--- src/rtl/ofr_fifo.sv ---
module ofr_fifo #(
  parameter int unsigned W     = 1,
  parameter int unsigned DEPTH = 2
) (
  input  logic         clk_i,
  input  logic         rst_ni,
  input  logic         push_i,
  input  logic [W-1:0] data_i,
  output logic         full_o,
  input  logic         pop_i,
  output logic         valid_o,
  output logic [W-1:0] data_o
);

  localparam int unsigned AW = (DEPTH > 1) ? $clog2(DEPTH) : 1;
  localparam int unsigned CW = $clog2(DEPTH + 1);

  logic [W-1:0]  mem_q [DEPTH];
  logic [AW-1:0] wr_q, rd_q;
  logic [CW-1:0] cnt_q;

  assign full_o  = (cnt_q == CW'(DEPTH));
  assign valid_o = (cnt_q != '0);
  assign data_o  = mem_q[rd_q];

  // Advance pointers and count
  always_ff @(posedge clk_i or negedge rst_ni) begin
    if (!rst_ni) begin
      wr_q  <= '0;
      rd_q  <= '0;
      cnt_q <= '0;
    end else begin
      if (push_i) begin
        wr_q <= (wr_q == AW'(DEPTH - 1)) ? '0 : wr_q + 1'b1;
      end
      if (pop_i) begin
        rd_q <= (rd_q == AW'(DEPTH - 1)) ? '0 : rd_q + 1'b1;
      end
      if (push_i && !pop_i) begin
        cnt_q <= cnt_q + 1'b1;
      end else if (pop_i && !push_i) begin
        cnt_q <= cnt_q - 1'b1;
      end
    end
  end

  always_ff @(posedge clk_i) begin
    if (push_i) begin
      mem_q[wr_q] <= data_i;
    end
  end

  a_no_push_full: assert property (@(posedge clk_i) disable iff (!rst_ni)
    push_i |-> !full_o) else $error("queue written while full");
  a_no_pop_empty: assert property (@(posedge clk_i) disable iff (!rst_ni)
    pop_i |-> valid_o) else $error("queue read while empty");

endmodule

--- config.mk ---
export PLATFORM = sky130hd
export DESIGN_NAME = ofr_fifo
export DESIGN_NICKNAME = d
export VERILOG_FILES = /design/src/rtl/ofr_fifo.sv
export SDC_FILE = /design/constraint.sdc
export NUM_CORES = 1
export LEC_CHECK = 0
export BUFFER_PORTS_ARGS = -buffer_cell sky130_fd_sc_hd__buf_2
export CAP_MARGIN = 5
export CELL_PAD_IN_SITES_DETAIL_PLACEMENT = 1
export CELL_PAD_IN_SITES_GLOBAL_PLACEMENT = 2
export CORE_AREA = 2 2 39 41
export DETAILED_ROUTE_END_ITERATION = 7
export DIE_AREA = 0 0 41 43
export GPL_ROUTABILITY_DRIVEN = 0
export PLACE_DENSITY = 0.47
export SYNTH_ARGS = -nofsm -noshare
export SYNTH_HDL_FRONTEND = slang
export SYNTH_SLANG_ARGS = --single-unit
--- constraint.sdc ---
create_clock -name clk_i -period 1.2 [get_ports clk_i]
set_input_delay 0.12 -clock clk_i [delete_from_list [all_inputs] [get_ports clk_i]]
set_output_delay 0.12 -clock clk_i [all_outputs]
set_load 0.02 [all_outputs]
==> results of run 1 <==
==> registers in the layout, summed over array words and instances (netlist names) <==
| signal | cells |
|---|---|
| cnt_q | 2 |
| mem_q | 2 |
| rd_q | 1 |
| wr_q | 1 |
==> worst max-delay path by stage <==
stage	startpoint	end	slack [ns]
floorplan	rd_q$_DFFE_PN0P_	data_o	0.31
global placement	rd_q$_DFFE_PN0P_	data_o	0.25
detailed placement	rd_q$_DFFE_PN0P_	data_o	0.23
CTS	rd_q$_DFFE_PN0P_	data_o	0.01
global route	rd_q$_DFFE_PN0P_	data_o	-0.03
finish	rd_q$_DFFE_PN0P_	data_o	0.02
==> power breakdown <==
group	switching, mW	internal [mW]
Clock	0.0738	0.113
Combinational	0.146	0.180
Sequential	0.0704	0.300
Total	0.291	0.592
==> layout by cell type (no fill, tap or decap) <==
master	instances
xnor2_1	1
dlygate4sd3_1	1
inv_1	1
and2b_2	1
ha_1	1
buf_6	1
edfxtp_1	2
buf_2	6
mux2_4	1
dfrtp_1	4
nor2b_1	1
and2_1	1
buf_4	1
nor2_1	1
or2_1	1
clkbuf_4	3
xor2_1	4
==> critical path, delay by kind of cell, from the launching register on <==
kind,cells,cell delay [ns]
flip-flops,1,0.39
multiplexers,1,0.31
buffers and inverters,1,0.13
==> routing by layer <==
metal	share of wire (%)	vias up
li1	-	85
met1	47	79
met2	46	6
met3	7.4	0
met4	0	0
met5	0	-
==> per-stage QoR <==
step                      std cells  cell area (um^2)  setup TNS [ns]  total power [mW]  util, %
after detailed placement         42               318               0             0.639     23.0
after global routing             47               368         -0.0251             0.940     26.6
after global placement           42               318               0             0.632     23.0
after CTS                        47               368               0             0.892     26.6
after floorplan                  19               263               0             0.552        -
final                            47               368               0             0.883     26.6
==> final cells by class <==
cell class | instances | area share [%]
clock buffers | 3 | 6.12
multi-input cells | 12 | 27.9
flip-flops and latches | 6 | 43.5
inverters | 1 | 1.02
well taps | 16 | 5.44
repair buffers | 9 | 16.0
==> kinds of logic after synthesis <==
logic type               Yosys count  share of synthesized area [%]
AND/OR/NAND/NOR                    5                           11.9
adder cells (fa/ha/maj)            1                           4.76
flip-flops                         6                           61.0
buffers and inverters              1                           1.43
multiplexers                       1                           4.29
XOR/XNOR                           5                           16.7
==> repair_timing <==
item	CTS	global route
setup buffers	1	0
gates resized for setup	3	0
endpoints found under the setup margin	1	1
hold endpoints to repair	4	0
hold buffers	1	0
==> impl_metrics.py, run 1 <==
metrics = {
    "logic_synthesis": {
        "synth-main-ff-cell": "dfrtp_1",
        "ys_top_cells_by_area": "dfrtp_1 38%, edfxtp_1 23%, xor2_1 13%",
        "syn_inst": 19,
        "synth.ff_latch_count": 6,
        "syn-num-nets": 25,
        "ys_warn_count": 0,
        "yosysTopAreaCell": "dfrtp_1",
        "ys_seq_area_share_pct": 61.0,
        "synth_edf_count": 2,
        "synth_top_area_share_pct": 38.1,
        "synthTopCellsByCount": "4 x dfrtp_1, 4 x xor2_1, 2 x edfxtp_1",
        "syn_area_per_cell_um2": 13.8,
        "netlist_area_um2": 263,
        "async_flop_share_pct": 66.7,
        "synthDistinctLibCells": 12,
    },
    "floorplan": {
        "rows": 14,
        "core_area_mm2": 0.00138,
        "die_y_um": 43,
        "initial_core_util_pct": 19.0,
        "io_pins": 8,
        "fp.dieW_um": 41,
        "die_area_mm2": 0.00176,
    },
    "route": {
        "wl_per_cell_um": 9.74,
        "ant_nets": 0,
        "vias": 170,
        "drc": 0,
        "drt_iter0_markers": 3,
        "viasPerCell": 3.62,
        "firstDrtPassIters": 2,
        "wl_um": 458,
    },
    "worst_setup_path": {
        "reg2reg_from": "cnt_q[0]$_DFFE_PN0P_",
        "rrSetupSlack_ns": 0.26,
        "crit_chain": "mux2_4 -> buf_6",
        "ff2ff_path_depth": 3,
        "setup.worst_path.class": "register to output port",
        "crit_required_ns": 1.08,
        "r2r_end": "cnt_q[1]$_DFFE_PN0P_",
        "endpoint_kind": "output port",
        "crit_fanout": 2,
        "slowest_stage": "dfrtp_1",
        "crit_arrival_ns": 1.06,
        "slowest_delay_ns": 0.39,
        "startpoint_type": "register",
    },
    "sta": {
        "layout_setup_ws_ns": 0.0190,
        "fmax_mhz": 847,
        "worst_slew_margin_rel_pct": 89.3,
        "slew_viol_final": 0,
        "worstMarginPinSlew_ns": 0.161,
        "finalSetupViolCount": 0,
        "min_period_over_period_pct": 98.4,
        "timing.hold.ws_ns": 0.0729,
        "hold_violations": 0,
        "rsz0062_at_grt": "true",
        "skew_ns": 0.00245,
        "fin_crit_ns": 1.18,
    },
    "clock_tree": {
        "clk_latency_ns": 0.24,
        "path_clk_slew_ns": 0.05,
        "numCtsBuffers": 3,
        "cts_max_level": 1,
        "clock-sinks": 6,
        "tritoncts": "done",
        "cts_root_buffer": "clkbuf_4",
        "cts-root-to-sink-buffers": 2,
    },
    "global_routing": {
        "grt_pass1_wl_um": 800,
        "first_global_vias": 196,
        "grt_max_degree": 5,
        "grt.met1_usage_pct": 8.20,
        "grtUsageMet2_pct": 9.38,
        "grtUsageTotal_pct": 7.37,
        "grt_util_met3_pct": 4.71,
        "antenna_found_initial": 0,
        "grt-ovfl-total": 0,
        "grt-busiest-layer": "met2",
    },
    "pwr": {
        "leakage_nw": 0.173,
        "powerDensity_mw_per_mm2": 2400,
        "ir_drop_mv": 0.888,
    },
    "run_status": {
        "status": "completed",
    },
    "final_layout": {
        "antennaDiodeCount": 0,
        "area_growth_pct": 40.0,
        "layout.nets": 39,
        "regArea_um2": 160,
        "nFillCells": 156,
        "drive_above_1_share_pct": 41.9,
        "multi_input_area_um2": 103,
    },
    "placed_design": {
        "portBuffers": 7,
        "dp_hpwl_um": 360,
        "pre_cts_ws_ns": 0.234,
    },
    "job": {
        "max_cap_violations": 0,
    },
    "hold_path": {
        "min_delay_worst_endpoint": "mem_q[0]$_DFFE_PP_",
        "min-delay-start": "data_i",
        "worst_hold_path_type": "primary input to register",
        "hold_path_depth": 1,
    },
}
No activity file was read; power rests on OpenSTA's default activity.
==> inputs of run 2 (changes only) <==
Settings changed: ABC_AREA set to 1, PLACE_DENSITY 0.47 to 0.53.
==> impl_metrics.py, run 2 <==
metrics = {
    "run_status": {
        "status": "completed",
    },
    "sta": {
        "slew_viol_final": 0,
        "fin_crit_ns": 1.18,
        "skew_ns": 0.00371,
        "worst_slew_margin_rel_pct": 89.8,
        "min_period_over_period_pct": 98.7,
        "layout_setup_ws_ns": 0.0154,
        "fmax_mhz": 844,
        "rsz0062_at_grt": "true",
        "hold_violations": 0,
        "finalSetupViolCount": 0,
        "worstMarginPinSlew_ns": 0.153,
    },
    "route": {
        "ant_nets": 0,
        "drc": 0,
        "drt_iter0_markers": 1,
        "firstDrtPassIters": 2,
        "wl_um": 570,
        "viasPerCell": 3.88,
        "vias": 221,
        "wl_per_cell_um": 10.0,
    },
    "floorplan": {
        "core_area_mm2": 0.00138,
        "rows": 14,
        "die_y_um": 43,
        "initial_core_util_pct": 20.3,
        "fp.dieW_um": 41,
        "die_area_mm2": 0.00176,
        "io_pins": 8,
    },
    "final_layout": {
        "antennaDiodeCount": 0,
        "fin_util_pct": 28.1,
        "regArea_um2": 160,
        "instances_no_fill": 57,
        "final_cell_mix": "6 x inv_1, 6 x buf_2, 5 x nand2_1",
        "stdcell_area_um2": 389,
        "multi_input_area_um2": 93.8,
        "layout.nets": 49,
        "reg.largest.list": "cnt_q: 2 flops, mem_q: 2 flops",
        "drive_above_1_share_pct": 36.6,
        "nFillCells": 165,
        "area_growth_pct": 38.8,
    },
    "global_routing": {
        "first_global_vias": 250,
        "grt_pass1_wl_um": 966,
        "antenna_found_initial": 0,
        "grt_max_degree": 5,
        "grtUsageTotal_pct": 8.98,
        "grt-ovfl-total": 0,
    },
    "job": {
        "max_cap_violations": 0,
    },
    "placed_design": {
        "portBuffers": 7,
        "post-place-cells": 51,
        "post_dp_cell_area_um2": 335,
        "pre_cts_ws_ns": 0.226,
    },
    "logic_synthesis": {
        "synth-main-ff-cell": "dfrtp_1",
        "synth_edf_count": 2,
        "netlist_area_um2": 280,
        "yosysMostFrequentCell": "inv_1",
        "yosysTopAreaCell": "dfrtp_1",
        "synthDistinctLibCells": 13,
        "ys_warn_count": 0,
        "synth_top_area_share_pct": 35.7,
        "synth.ff_latch_count": 6,
        "async_flop_share_pct": 66.7,
        "syn_area_per_cell_um2": 10.0,
        "synthTopCellsByCount": "6 x inv_1, 5 x nand2_1, 4 x dfrtp_1",
        "syn_inst": 28,
        "ys_seq_area_share_pct": 57.1,
        "syn-num-nets": 34,
        "ys_top_cells_by_area": "dfrtp_1 36%, edfxtp_1 21%, inv_1 8.0%",
    },
    "pwr": {
        "powerDensity_mw_per_mm2": 2350,
        "leakage_nw": 0.205,
        "ir_drop_mv": 0.563,
    },
    "worst_setup_path": {
        "slowest_stage": "dfrtp_1",
        "setup.worst_path.class": "register to output port",
        "startpoint_type": "register",
        "critPathBufInv": 1,
        "crit_chain": "mux2_2 -> buf_6",
        "crit_fanout": 2,
        "crit_required_ns": 1.08,
        "slowest_delay_ns": 0.35,
        "cp_top_family": "flip-flops",
        "crit_arrival_ns": 1.06,
        "endpoint_kind": "output port",
    },
    "clock_tree": {
        "tritoncts": "done",
        "path_clk_slew_ns": 0.05,
        "cts-root-to-sink-buffers": 2,
        "cts_root_buffer": "clkbuf_4",
        "cts_max_level": 1,
        "numCtsBuffers": 3,
        "clk_latency_ns": 0.24,
        "clock-sinks": 6,
    },
    "hold_path": {
        "worst_hold_path_type": "primary input to register",
    },
}
run 2: area by class of cell:
class                           count  area share, %
Multi-Input combinational cell     15           24.1
Clock buffer                        3           5.79
Inverter                            7           6.75
Sequential cell                     6           41.2
Tap cell                           16           5.14
Timing Repair Buffer               10           17.0
run 2: per-layer routing:
metal  wire [um]  up-vias  GRT usage [%]
met4           7        0           4.00
li1            -      110              -
met3          33        2           7.85
met2         302        5           13.4
met5           0        -              0
met1         226      104           8.17
run 2: logic make-up (layout without fill, tap and decap cells):
kind of cell,Yosys count,in the layout,share of synthesized area [%]
multiplexers,1,1,4.02
flip-flops,6,6,57.1
buffers and inverters,7,20,9.37
adder cells (fa/ha/maj),1,1,4.46
AND/OR/NAND/NOR,10,10,15.6
XOR/XNOR,3,3,9.38
run 2: metrics by stage:
step           hold WS (ns)  total power [mW]  TNS [ns]
3_3_place_gp        -0.0623             0.649         0
2_1_floorplan        -0.176             0.568         0
3_5_place_dp        -0.0656             0.665         0
5_1_grt              0.0519             0.984   -0.0200
6_report             0.0645             0.915         0
4_1_cts              0.0583             0.903         0
run 2: path summary, 6_finish.rpt:
path / startpoint / end / slack [ns] / cells past startpoint
setup / recovery: rd_q$_DFFE_PN0P_ / data_o / 0.02 / 2
hold / removal: data_i / mem_q[0]$_DFFE_PP_ / 0.06 / 1
setup reg to reg: rd_q$_DFFE_PN0P_ / rd_q$_DFFE_PN0P_ / 0.30 / 3
hold reg to reg: cnt_q[1]$_DFFE_PN0P_ / cnt_q[1]$_DFFE_PN0P_ / 0.48 / 2
max in group asynchronous: rst_ni / cnt_q[0]$_DFFE_PN0P_ / 0.86 / 2
min in group asynchronous: rst_ni / rd_q$_DFFE_PN0P_ / 0.21 / 2
run 2: power breakdown:
group | total (mW) | internal (mW) | leakage [nW] | switching [mW]
combinational | 0.373 | 0.178 | 0.125 | 0.194
sequential | 0.358 | 0.298 | 0.0658 | 0.0604
clock | 0.184 | 0.113 | 0.0138 | 0.0714
run 2: timing repair:
| item | CTS | global route |
|---|---|---|
| resized for setup | 2 | 0 |
| setup buffers | 1 | 1 |
| hold endpoints to repair | 4 | 0 |
| hold buffers | 1 | 0 |
| endpoints found under the setup margin | 1 | 1 |
